==> src/hrr_pkg.sv <==
`default_nettype none
// ----------------------------------------------------------------------------
// hrr_pkg
// Shared types and codes for the health-aware round-robin redirector: the
// request and response words, the backend table entry, verdict codes and
// register indexes.
// ----------------------------------------------------------------------------
package hrr_pkg;

   localparam int CSR_IDX_W = 1;
   localparam int CSR_DATA_W = 64;

   localparam logic [CSR_IDX_W-1:0] CSR_ACTIVE_BACKENDS = 1'd0;
   localparam logic [CSR_IDX_W-1:0] CSR_EXEMPT_GROUP_ID = 1'd1;

   localparam logic [1:0] VERDICT_PASS     = 2'd0;
   localparam logic [1:0] VERDICT_REDIRECT = 2'd1;
   localparam logic [1:0] VERDICT_DENY     = 2'd2;

   localparam logic ACTION_CONNECT = 1'b0;
   localparam logic ACTION_WRITE   = 1'b1;

   // Steps of the bit-serial cursor reduction, one per cursor bit.
   localparam logic [2:0] MOD_STEPS = 3'd5;

   typedef struct packed {
      logic        action;
      logic [63:0] caller_group;
      logic [31:0] dest_ip;
      logic [15:0] dest_port;
      logic [3:0]  entry_index;
      logic [31:0] entry_ip;
      logic [15:0] entry_port;
      logic        entry_healthy;
   } req_type;

   typedef struct packed {
      logic [1:0]  verdict;
      logic [31:0] out_ip;
      logic [15:0] out_port;
   } rsp_type;

   typedef struct packed {
      logic [31:0] ip;
      logic [15:0] port;
      logic        ok;
   } entry_type;

endpackage
`default_nettype wire

==> src/hrr_table.sv <==
`default_nettype none
// ----------------------------------------------------------------------------
// hrr_table
// Backend table: one synchronous memory of entries with a registered read
// port, plus a written flag per entry so that unwritten entries read as zero.
// ----------------------------------------------------------------------------
module hrr_table
   import hrr_pkg::*;
#(
   parameter int DEPTH = 16
) (
   input  wire logic                                    clock,
   input  wire logic                                    reset,
   input  wire logic                                    wr_en,
   input  wire logic [((DEPTH > 1) ? $clog2(DEPTH) : 1)-1:0] wr_addr,
   input  wire entry_type                               wr_entry,
   input  wire logic                                    rd_en,
   input  wire logic [((DEPTH > 1) ? $clog2(DEPTH) : 1)-1:0] rd_addr,
   output      entry_type                               rd_entry
);

   entry_type              mem [DEPTH];
   entry_type              mem_q_ff;
   logic                   valid_q_ff;
   logic [DEPTH-1:0]       valid_ff;

   always_ff @(posedge clock) begin
      if (wr_en) begin
         mem[wr_addr] <= wr_entry;
      end
      if (rd_en) begin
         mem_q_ff   <= mem[rd_addr];
         valid_q_ff <= valid_ff[rd_addr];
      end
   end

   always_ff @(posedge clock) begin
      if (reset) begin
         valid_ff <= '0;
      end else if (wr_en) begin
         valid_ff[wr_addr] <= 1'b1;
      end
   end

   assign rd_entry = valid_q_ff ? mem_q_ff : '0;

endmodule
`default_nettype wire

==> src/health_aware_round_robin_redirector.sv <==
`default_nettype none
// ----------------------------------------------------------------------------
// health_aware_round_robin_redirector
// Connection redirector that spreads matching requests over healthy backends
// in round-robin order.
// ----------------------------------------------------------------------------
// One word is handled at a time. A table write, an exempt request or a request
// with no active entries goes straight to the response state. Any other
// request first takes a match pass through the single read port of the
// backend table over the first N entries, where N is active_backends clamped
// to TABLE_DEPTH. On a match, a selection pass follows; without one the
// request passes. The response state then loads the output register once it
// is free. The cursor reduction runs beside the match pass, and when the
// match pass ends first the selection pass waits for it. The table reads as
// all zero after reset through per-entry written flags, so there is no
// clearing pass. A new word is accepted while the previous response still
// waits in the output register.
// ----------------------------------------------------------------------------
module health_aware_round_robin_redirector
   import hrr_pkg::*;
#(
   parameter int TABLE_DEPTH = 16
) (
   input  wire logic                 clock,
   input  wire logic                 reset,
   input  wire logic                 req_valid,
   output      logic                 req_ready,
   input  wire req_type              req_data,
   output      logic                 rsp_valid,
   input  wire logic                 rsp_ready,
   output      rsp_type              rsp_data,
   input  wire logic                 csr_wr_en,
   input  wire logic [CSR_IDX_W-1:0] csr_index,
   input  wire logic [CSR_DATA_W-1:0] csr_wdata
);

   localparam int AW = (TABLE_DEPTH > 1) ? $clog2(TABLE_DEPTH) : 1;

   localparam logic [1:0] ST_IDLE   = 2'd0;
   localparam logic [1:0] ST_MATCH  = 2'd1;
   localparam logic [1:0] ST_SELECT = 2'd2;
   localparam logic [1:0] ST_RESP   = 2'd3;

   logic [1:0]  state_ff, state_in;
   logic [4:0]  active_ff, active_in;
   logic [63:0] exempt_ff, exempt_in;
   logic [4:0]  cursor_ff, cursor_in;
   logic [4:0]  bound_ff, bound_in;
   logic [31:0] dip_ff, dip_in;
   logic [15:0] dport_ff, dport_in;
   logic [4:0]  rem_ff, rem_in;
   logic [2:0]  mod_cnt_ff, mod_cnt_in;
   logic [4:0]  scan_cnt_ff, scan_cnt_in;
   logic [4:0]  sel_idx_ff, sel_idx_in;
   logic        rd_pend_ff, rd_pend_in;
   logic [4:0]  rd_idx_ff, rd_idx_in;
   logic        hit_ff, hit_in;
   rsp_type     res_ff, res_in;
   logic        rsp_valid_ff, rsp_valid_in;
   rsp_type     rsp_data_ff, rsp_data_in;

   logic        req_fire;
   logic        out_free;
   logic [4:0]  bound_cfg;
   logic        mod_done;
   logic [2:0]  mod_bit_sel;
   logic [5:0]  mod_trial;
   logic        rd_hit;
   logic        rd_ok;
   logic [4:0]  rd_slot;
   logic [AW+4:0] rd_addr_wide;
   logic [AW+3:0] wr_addr_wide;
   logic        tbl_rd_en;
   logic        tbl_wr_en;
   logic [AW-1:0] tbl_rd_addr;
   logic [AW-1:0] tbl_wr_addr;
   entry_type   tbl_wr_entry;
   entry_type   tbl_rd_entry;

   assign req_ready = (state_ff == ST_IDLE);
   assign req_fire  = req_valid && req_ready;
   assign out_free  = !rsp_valid_ff || rsp_ready;
   assign rsp_valid = rsp_valid_ff;
   assign rsp_data  = rsp_data_ff;

   assign bound_cfg = (32'(active_ff) > TABLE_DEPTH) ? 5'(TABLE_DEPTH) : active_ff;
   assign mod_done  = (mod_cnt_ff == 3'd0);

   assign rd_hit = rd_pend_ff && (tbl_rd_entry.ip == dip_ff) && (tbl_rd_entry.port == dport_ff);
   assign rd_ok  = rd_pend_ff && tbl_rd_entry.ok;

   assign rd_slot      = (state_ff == ST_SELECT) ? sel_idx_ff : scan_cnt_ff;
   assign rd_addr_wide = {{AW{1'b0}}, rd_slot};
   assign tbl_rd_addr  = rd_addr_wide[AW-1:0];
   assign wr_addr_wide = {{AW{1'b0}}, req_data.entry_index};
   assign tbl_wr_addr  = wr_addr_wide[AW-1:0];

   assign tbl_wr_entry.ip   = req_data.entry_ip;
   assign tbl_wr_entry.port = req_data.entry_port;
   assign tbl_wr_entry.ok   = req_data.entry_healthy;

   // Writes happen only in the idle state and reads only during the passes,
   // so the same entry is never read and written in overlapping cycles.
   hrr_table #(
      .DEPTH(TABLE_DEPTH)
   ) u_table (
      .clock    (clock),
      .reset    (reset),
      .wr_en    (tbl_wr_en),
      .wr_addr  (tbl_wr_addr),
      .wr_entry (tbl_wr_entry),
      .rd_en    (tbl_rd_en),
      .rd_addr  (tbl_rd_addr),
      .rd_entry (tbl_rd_entry)
   );

   always_comb begin
      active_in = active_ff;
      exempt_in = exempt_ff;
      if (csr_wr_en) begin
         if (csr_index == CSR_ACTIVE_BACKENDS) begin
            active_in = csr_wdata[4:0];
         end else begin
            exempt_in = csr_wdata;
         end
      end
   end

   always_comb begin
      state_in     = state_ff;
      cursor_in    = cursor_ff;
      bound_in     = bound_ff;
      dip_in       = dip_ff;
      dport_in     = dport_ff;
      rem_in       = rem_ff;
      mod_cnt_in   = mod_cnt_ff;
      scan_cnt_in  = scan_cnt_ff;
      sel_idx_in   = sel_idx_ff;
      rd_pend_in   = 1'b0;
      rd_idx_in    = rd_idx_ff;
      hit_in       = hit_ff;
      res_in       = res_ff;
      rsp_valid_in = rsp_valid_ff;
      rsp_data_in  = rsp_data_ff;
      tbl_rd_en    = 1'b0;
      tbl_wr_en    = 1'b0;
      mod_bit_sel  = 3'd0;
      mod_trial    = 6'd0;

      if (rsp_valid_ff && rsp_ready) begin
         rsp_valid_in = 1'b0;
      end

      // Restoring remainder of the cursor by the active count, MSB first.
      if (!mod_done) begin
         mod_bit_sel = mod_cnt_ff - 3'd1;
         mod_trial   = {rem_ff, cursor_ff[mod_bit_sel]};
         if (mod_trial >= {1'b0, bound_ff}) begin
            rem_in = 5'(mod_trial - {1'b0, bound_ff});
         end else begin
            rem_in = mod_trial[4:0];
         end
         mod_cnt_in = mod_cnt_ff - 3'd1;
      end

      unique case (state_ff)
         ST_IDLE: begin
            if (req_fire) begin
               if (req_data.action == ACTION_WRITE) begin
                  tbl_wr_en = (32'(req_data.entry_index) < TABLE_DEPTH);
                  res_in    = '0;
                  state_in  = ST_RESP;
               end else if ((req_data.caller_group == exempt_ff) || (bound_cfg == 5'd0)) begin
                  res_in.verdict  = VERDICT_PASS;
                  res_in.out_ip   = req_data.dest_ip;
                  res_in.out_port = req_data.dest_port;
                  state_in        = ST_RESP;
               end else begin
                  dip_in      = req_data.dest_ip;
                  dport_in    = req_data.dest_port;
                  bound_in    = bound_cfg;
                  scan_cnt_in = 5'd0;
                  hit_in      = 1'b0;
                  rem_in      = 5'd0;
                  mod_cnt_in  = MOD_STEPS;
                  state_in    = ST_MATCH;
               end
            end
         end
         ST_MATCH: begin
            if (hit_ff || rd_hit) begin
               // The selection pass needs the reduced cursor, so a short
               // match pass waits here for the remainder to settle.
               if (mod_done) begin
                  sel_idx_in  = rem_ff;
                  scan_cnt_in = 5'd0;
                  hit_in      = 1'b0;
                  state_in    = ST_SELECT;
               end else begin
                  hit_in = 1'b1;
               end
            end else if ((scan_cnt_ff == bound_ff) && !rd_pend_ff) begin
               res_in.verdict  = VERDICT_PASS;
               res_in.out_ip   = dip_ff;
               res_in.out_port = dport_ff;
               state_in        = ST_RESP;
            end else if (scan_cnt_ff != bound_ff) begin
               tbl_rd_en   = 1'b1;
               rd_pend_in  = 1'b1;
               rd_idx_in   = scan_cnt_ff;
               scan_cnt_in = scan_cnt_ff + 5'd1;
            end
         end
         ST_SELECT: begin
            if (rd_ok) begin
               cursor_in       = rd_idx_ff + 5'd1;
               res_in.verdict  = VERDICT_REDIRECT;
               res_in.out_ip   = tbl_rd_entry.ip;
               res_in.out_port = tbl_rd_entry.port;
               state_in        = ST_RESP;
            end else if ((scan_cnt_ff == bound_ff) && !rd_pend_ff) begin
               res_in.verdict  = VERDICT_DENY;
               res_in.out_ip   = dip_ff;
               res_in.out_port = dport_ff;
               state_in        = ST_RESP;
            end else if (scan_cnt_ff != bound_ff) begin
               tbl_rd_en   = 1'b1;
               rd_pend_in  = 1'b1;
               rd_idx_in   = sel_idx_ff;
               scan_cnt_in = scan_cnt_ff + 5'd1;
               sel_idx_in  = (sel_idx_ff == bound_ff - 5'd1) ? 5'd0 : sel_idx_ff + 5'd1;
            end
         end
         ST_RESP: begin
            if (out_free) begin
               rsp_data_in  = res_ff;
               rsp_valid_in = 1'b1;
               state_in     = ST_IDLE;
            end
         end
         default: begin
            state_in = ST_IDLE;
         end
      endcase
   end

   always_ff @(posedge clock) begin
      if (reset) begin
         state_ff     <= ST_IDLE;
         active_ff    <= 5'd0;
         exempt_ff    <= 64'd0;
         cursor_ff    <= 5'd0;
         mod_cnt_ff   <= 3'd0;
         rd_pend_ff   <= 1'b0;
         hit_ff       <= 1'b0;
         rsp_valid_ff <= 1'b0;
      end else begin
         state_ff     <= state_in;
         active_ff    <= active_in;
         exempt_ff    <= exempt_in;
         cursor_ff    <= cursor_in;
         mod_cnt_ff   <= mod_cnt_in;
         rd_pend_ff   <= rd_pend_in;
         hit_ff       <= hit_in;
         rsp_valid_ff <= rsp_valid_in;
      end
   end

   always_ff @(posedge clock) begin
      bound_ff    <= bound_in;
      dip_ff      <= dip_in;
      dport_ff    <= dport_in;
      rem_ff      <= rem_in;
      scan_cnt_ff <= scan_cnt_in;
      sel_idx_ff  <= sel_idx_in;
      rd_idx_ff   <= rd_idx_in;
      res_ff      <= res_in;
      rsp_data_ff <= rsp_data_in;
   end

endmodule
`default_nettype wire

==> config.mk <==
export PLATFORM = sky130hd
export DESIGN_NAME = health_aware_round_robin_redirector
export DESIGN_NICKNAME = d
export VERILOG_FILES = /design/src/hrr_pkg.sv /design/src/hrr_table.sv /design/src/health_aware_round_robin_redirector.sv
export SDC_FILE = /design/constraint.sdc
export NUM_CORES = 1
export LEC_CHECK = 0
export ABC_AREA = 1
export BUFFER_PORTS_ARGS = -buffer_cell sky130_fd_sc_hd__buf_2
export CAP_MARGIN = 20
export CORE_MARGIN = 5
export CORE_UTILIZATION = 35
export CTS_CLUSTER_DIAMETER = 100
export DETAILED_ROUTE_END_ITERATION = 8
export HOLD_SLACK_MARGIN = 0.12
export PLACE_DENSITY = 0.55
export SYNTH_ARGS = -nofsm -noshare
export SYNTH_HDL_FRONTEND = slang
export SYNTH_HIERARCHICAL = 1
export SYNTH_SLANG_ARGS = --single-unit
==> constraint.sdc <==
create_clock -name clock -period 5.3 [get_ports clock]
set_clock_uncertainty 0.2 [all_clocks]
set_input_delay 0 -clock clock [delete_from_list [all_inputs] [get_ports clock]]
set_output_delay 0 -clock clock [all_outputs]
set_load 0.01 [all_outputs]
==> results.py, run 1 <==
metrics = {
    "place": {
        "placed_area_um2": 51800,
        "hpwl_um": 78500,
        "io_buffers": 287,
        "gp_congestion": 0.819,
    },
    "synth": {
        "syn_inst": 4845,
        "seq_area_frac_synth_pct": 66.2,
        "avgSynthCellArea_um2": 10.0,
        "yosysUniqueCellTypes": 42,
        "netlist_area_um2": 48600,
        "synth_nets": 5097,
        "synthTopCellsByArea": "edfxtp_1 (62%), nand2_1 (11%), nand3_1 (7.5%)",
        "synth_top_area_share_pct": 61.9,
        "ys_warn_count": 6,
        "synth-seq-cells": 1105,
        "synth_area_leader_cell": "edfxtp_1",
    },
    "timing": {
        "hold_violations": 0,
        "min_period_ps": 4880,
        "setup_violations": 0,
        "maxSlewViolCount": 0,
        "worst_pin_slew_ps": 1350,
        "fmax_ghz": 0.205,
        "setup_tns_ps": 0,
        "fin_crit_sh_pct": 92.1,
        "rsz0062_at_grt": "no",
        "relSlewSlack_pct": 10.1,
    },
    "clock_network": {
        "clk_pin_slew_ps": 60,
        "cts_root_buf": "clkbuf_16",
        "clk_latency_ps": 730,
        "cts_buffers": 111,
        "cts.path.max_buffers": 3,
        "cts_tree": "built",
        "cts_resized": 0,
        "cts_setup_buffers": 0,
        "cts.sinks": 1105,
        "htree_num_levels": 3,
    },
    "power_and_ir_drop": {
        "p_leak_nw": 25.5,
        "peakVddDrop_mv": 1.40,
        "power_mw": 31.0,
        "power.density_nw_per_um2": 519,
    },
    "global_route": {
        "grt_start_max_net_pins": 215,
        "grt_pass1_vias": 34270,
        "grt_pass1_wl_um": 212000,
        "grt-ovfl-total": 0,
        "grtUsageTotal_pct": 18.8,
        "antenna_found_initial": 20,
    },
    "drt": {
        "dr_total_vias": 35365,
        "route.detailed.drc": 0,
        "drtPass1Iterations": 6,
        "routed_via_density": 4.77,
        "wl_per_cell_um": 19.0,
        "wl_um": 141000,
        "drt_iter0_markers": 2663,
        "drtAntennaViolNets": 0,
    },
    "worst_setup_path": {
        "worstSetupPathType": "reg2reg",
        "crit_required_ps": 5500,
        "endpoint_kind": "register",
        "arrival_ps": 5080,
        "cp-start-kind": "register",
        "path_max_fanout": 36,
    },
    "floorplan": {
        "io_pins": 288,
        "dieArea_um2": 146000,
        "start_util_pct": 35.3,
        "rows": 136,
        "core_area_um2": 138000,
        "die_h_um": 383,
        "die_x_um": 383,
    },
    "cells_and_area": {
        "design_area_um2": 59900,
        "syn2layout_area_growth_pct": 23.2,
        "final_cell_mix": "nand2_1 (1,370), edfxtp_1 (1,002), inv_1 (820)",
        "final_nets": 5770,
        "final_common_cell": "nand2_1",
        "drive_above_1_share_pct": 10.1,
        "nFillCells": 12841,
        "final_core_util_pct": 43.5,
    },
    "status": {
        "status": "completed",
    },
    "worst_hold_path": {
        "holdCritPathClass": "in2reg",
    },
    "run": {
        "drv_cap": 0,
    },
}
==> routing by layer <==
metal	GRT usage [%]	part of all wire, %
met3	2.49	5.5
met5	0	0.019
met1	25.1	43
met4	5.95	2.8
met2	31.8	49
==> cell usage after synthesis, drive strengths merged <==
library cell     n
xnor2           14
buf            150
o21ai           96
xor2            41
nand3          732
o22ai            2
a32o             1
ha              15
fa               1
o2111a           1
a21oi           53
o311ai           1
nor3            13
dfxtp          103
inv            846
nor2           263
or2              2
nand2         1372
o32ai            1
a211oi           1
edfxtp        1002
clkinv           9
nor4             1
nand3b           2
nand4            2
clkbuf          74
nor4b            1
o211ai          46
==> worst paths after layout <==
kind | startpoint | to | slack [ps] | depth (start not counted)
max | exempt_ff[53]$_SDFFE_PP0P_ | dip_ff[23]$_DFFE_PP_ | 420 | 15
min | req_data[68] | res_ff[15]$_DFFE_PP_ | 170 | 4
min reg2reg | res_ff[2]$_DFFE_PP_ | rsp_data[2]$_DFFE_PP_ | 210 | 0
max reg2reg | exempt_ff[53]$_SDFFE_PP0P_ | dip_ff[23]$_DFFE_PP_ | 420 | 15
==> flip-flops by register name (all words and copies together), names as in the netlist <==
signal / count
u_table/mem_q_ff: 49
dport_ff: 16
u_table/mem: 784
res_ff: 50
rsp_data: 50
rsp_valid: 1
exempt_ff: 64
mod_cnt_ff: 3
active_ff: 5
rd_idx_ff: 5
scan_cnt_ff: 5
cursor_ff: 5
u_table/valid_q_ff: 1
rem_ff: 5
state_ff: 2
u_table/valid_ff: 16
sel_idx_ff: 5
bound_ff: 5
dip_ff: 32
rd_pend_ff: 1
hit_ff: 1
==> cells by family after synthesis <==
group | Yosys count | synth area share [%]
simple gates | 2388 | 20.5
compound gates | 202 | 2.52
buf+inv | 1079 | 9.42
xor+xnor | 55 | 0.991
fa+ha+maj | 16 | 0.427
flops | 1105 | 66.2
==> stage by stage <==
step | setup slack [ps] | std cells | hold WS (ps)
global placement | 1640 | 6759 | 0.0975
floorplan | 1150 | 4845 | -101
CTS | 444 | 7404 | 127
detailed placement | 1620 | 6759 | 1.24
finish | 417 | 7418 | 169
global route | 183 | 7414 | 154
==> power by group <==
group          total, mW  leakage [nW]  internal, mW  switching (mW)
clock               7.95          1.79          4.53            3.42
combinational       11.7          13.7          3.46            8.27
sequential          11.4          9.94          10.8           0.586
==> worst max-delay path: stages (launching register included) <==
cell and delay (ps):
dfxtp_1 350, nor2_1 60, nor2_1 100, nor2_1 50
dlygate4sd3_1 560, nand2_1 80, dlygate4sd3_1 550, nor2_1 40
dlygate4sd3_1 540, nand2_1 80, nor2_2 50, nand2_2 130
nand3_2 100, or2_1 430, inv_2 750, buf_4 430
==> layout make-up <==
type                    count  area (um2)  share of cell area [%]
diodes                     14        35.0                  0.0585
clock buffers             128        2870                    4.80
clock inverters            77         796                    1.33
inverters                 855        3240                    5.42
multi-input cells        2661       12000                    20.0
flip-flops and latches   1105       32200                    53.7
well taps                1794        2240                    3.75
repair buffers            784        6540                    10.9
==> what timing repair did <==
action	in CTS	in global routing
hold buffers	440	0
endpoints found under the hold margin	1406	0
endpoints found under the setup margin	0	0
Note: power is estimated with default switching activity, not from simulation.
==> run 2: changes to the inputs <==
--- a/config.mk
+++ b/config.mk
@@ -10,10 +10,12 @@
 export CAP_MARGIN = 20
 export CORE_MARGIN = 5
 export CORE_UTILIZATION = 35
+export CTS_BUF_LIST = sky130_fd_sc_hd__clkbuf_2
 export CTS_CLUSTER_DIAMETER = 100
 export DETAILED_ROUTE_END_ITERATION = 8
 export HOLD_SLACK_MARGIN = 0.12
 export PLACE_DENSITY = 0.55
+export SLEW_MARGIN = 40
 export SYNTH_ARGS = -nofsm -noshare
 export SYNTH_HDL_FRONTEND = slang
 export SYNTH_HIERARCHICAL = 1
==> run 2 against run 1 <==
Net effect:
- design area up 2.4%
- non-clock buffer count increased by 266
- core utilization increased by 1.1 points
- worst hold slack better by 20 ps
- maximum frequency down 2.4%
- critical path type unchanged
- highest routed layer is now met4
==> results.py, run 2 (synthesis results as in run 1) <==
metrics = {
    "worst_setup_path": {
        "path_common_cell": "dlygate4sd3_1",
        "crit_required_ps": 6250,
        "r2r_slack_ps": 300,
        "crit_end": "u_table/mem[7][6]$_DFFE_PP_",
        "cp-start-kind": "register",
        "endpoint_kind": "register",
        "crit_start": "state_ff[0]$_SDFFE_PP0P_",
        "critPathTopFamily": "buffers and inverters",
        "worst-path-stages": 12,
        "path_max_fanout": 26,
        "critPathSlowestCell": "dlygate4sd3_1",
        "arrival_ps": 5950,
        "path_buf_inv": 7,
        "r2r_start": "state_ff[0]$_SDFFE_PP0P_",
        "cp_cell_sequence": "inv_1 -> ha_2 -> nand2_1 -> dlygate4sd3_1 -> nor2_1 -> inv_1 -> nor3_1 -> dlygate4sd3_1 -> nand2_1 -> dlygate4sd3_1 -> clkinv_2 -> buf_12",
        "worstSetupPathType": "reg2reg",
        "r2r_end": "u_table/mem[7][6]$_DFFE_PP_",
        "rr_worst_depth": 12,
        "max_stage_delay_ps": 630,
    },
    "drt": {
        "wl_per_cell_um": 18.4,
        "met1_length_um": 61900,
        "dr_total_vias": 37616,
        "wl_met3_um": 8410,
        "top_layer": "met4",
        "wl_um": 147000,
        "drtPass1Iterations": 7,
        "drtAntennaViolNets": 0,
        "dr_wl_met2_um": 72000,
        "drt_iter0_markers": 2609,
        "route.detailed.drc": 0,
        "routed_via_density": 4.72,
    },
    "floorplan": {
        "start_util_pct": 35.3,
        "rows": 136,
        "dieArea_um2": 146000,
        "die_h_um": 383,
        "die_x_um": 383,
        "io_pins": 288,
        "core_area_um2": 138000,
    },
    "place": {
        "hpwl_um": 78900,
        "io_buffers": 287,
        "pre_cts_slack_ps": 1580,
        "gp_congestion": 0.819,
        "dpl.cell_count": 6761,
    },
    "timing": {
        "worst_pin_slew_ps": 1060,
        "fin_crit_sh_pct": 94.4,
        "hold_violations": 0,
        "fmax_ghz": 0.200,
        "maxSlewViolCount": 0,
        "timing.final.ws_setup_ps": 297,
        "relSlewSlack_pct": 29.2,
        "setup_violations": 0,
        "rsz0062_at_grt": "no",
        "min_period_ps": 5000,
        "setup_tns_ps": 0,
    },
    "power_and_ir_drop": {
        "power.density_nw_per_um2": 472,
        "p_leak_nw": 26.8,
        "peakVddDrop_mv": 1.10,
    },
    "clock_network": {
        "cts.sinks": 1105,
        "clk_pin_slew_ps": 110,
        "clk_latency_ps": 1580,
        "cts_root_buf": "clkbuf_2",
        "cts.path.max_buffers": 4,
        "cts_tree": "built",
        "htree_num_levels": 5,
        "cts_buffers": 300,
    },
    "cells_and_area": {
        "reg.largest.list": "u_table/mem x784, exempt_ff x64",
        "final-seq-area_um2": 32200,
        "final_common_cell": "nand2_1",
        "syn2layout_area_growth_pct": 26.2,
        "nFillCells": 12920,
        "largest_reg_flops": 784,
        "top_register": "u_table/mem",
        "multi_input_area_um2": 12000,
        "final_cell_mix": "nand2_1 (1,370), edfxtp_1 (1,002), inv_1 (820)",
        "drive_above_1_share_pct": 13.6,
        "final_nets": 6225,
        "final_cell_count_no_fill": 7968,
    },
    "global_route": {
        "grt_start_max_net_pins": 145,
        "grtUsageTotal_pct": 19.8,
        "grt-ovfl-total": 0,
        "grt_pass1_vias": 37884,
        "grt_pass1_wl_um": 223000,
        "antenna_found_initial": 13,
    },
    "status": {
        "status": "completed",
    },
    "worst_hold_path": {
        "holdCritPathClass": "reg2reg",
    },
    "run": {
        "drv_cap": 0,
    },
}
## run 2: worst min path at each step
stage	from	endpoint	slack [ps]	cells after the start
after global routing	req_data[105]	dip_ff[8]$_DFFE_PP_	160	12
after global placement	req_data[83]	dip_ff[14]$_DFFE_PP_	0.1	1
after CTS	req_data[35]	u_table/mem[5][35]$_DFFE_PP_	130	4
after floorplan	req_data[69]	dip_ff[0]$_DFFE_PP_	-100	0
final	res_ff[31]$_DFFE_PP_	rsp_data[31]$_DFFE_PP_	190	0
after detailed placement	req_data[83]	dip_ff[14]$_DFFE_PP_	0.5	1
## run 2: layer usage
| metal | global-route usage, % | vias to the layer above |
|---|---|---|
| li1 | - | 18097 |
| met1 | 25.1 | 17897 |
| met2 | 33.5 | 1281 |
| met3 | 3.71 | 341 |
| met4 | 7.56 | 0 |
| met5 | 0 | - |
## run 2: area by class of cell
class | instances | share of cell area, %
Sequential cell | 1105 | 52.4
Multi-Input combinational cell | 2661 | 19.5
Timing Repair Buffer | 1050 | 15.1
Inverter | 855 | 5.31
Tap cell | 1794 | 3.66
Clock buffer | 416 | 3.40
Clock inverter | 72 | 0.500
Antenna cell | 15 | 0.0612
## run 2: what timing repair did
item | 4_1_cts | 5_1_grt
gates resized for setup | 0 | 0
endpoints found under the setup margin | 0 | 17
endpoints found under the hold margin | 1925 | 0
hold buffers | 704 | 0
buffers inserted | 0 | 0
## run 2: power breakdown
part | switching [mW] | internal [mW] | total, mW
combinational | 8.32 | 3.68 | 12.0
clock | 3.46 | 2.13 | 5.59
sequential | 0.584 | 10.8 | 11.3
## run 2: metrics by stage
stage | total power, mW | hold WS [ps] | cell area, um2 | util (%)
floorplan | 19.4 | -101 | 48600 | -
global placement | 22.9 | 0.0975 | 51800 | 37.6
detailed placement | 23.0 | 0.523 | 51800 | 37.6
CTS | 29.1 | 130 | 61300 | 44.5
global route | 31.0 | 157 | 61300 | 44.5
finish | 28.9 | 188 | 61300 | 44.5
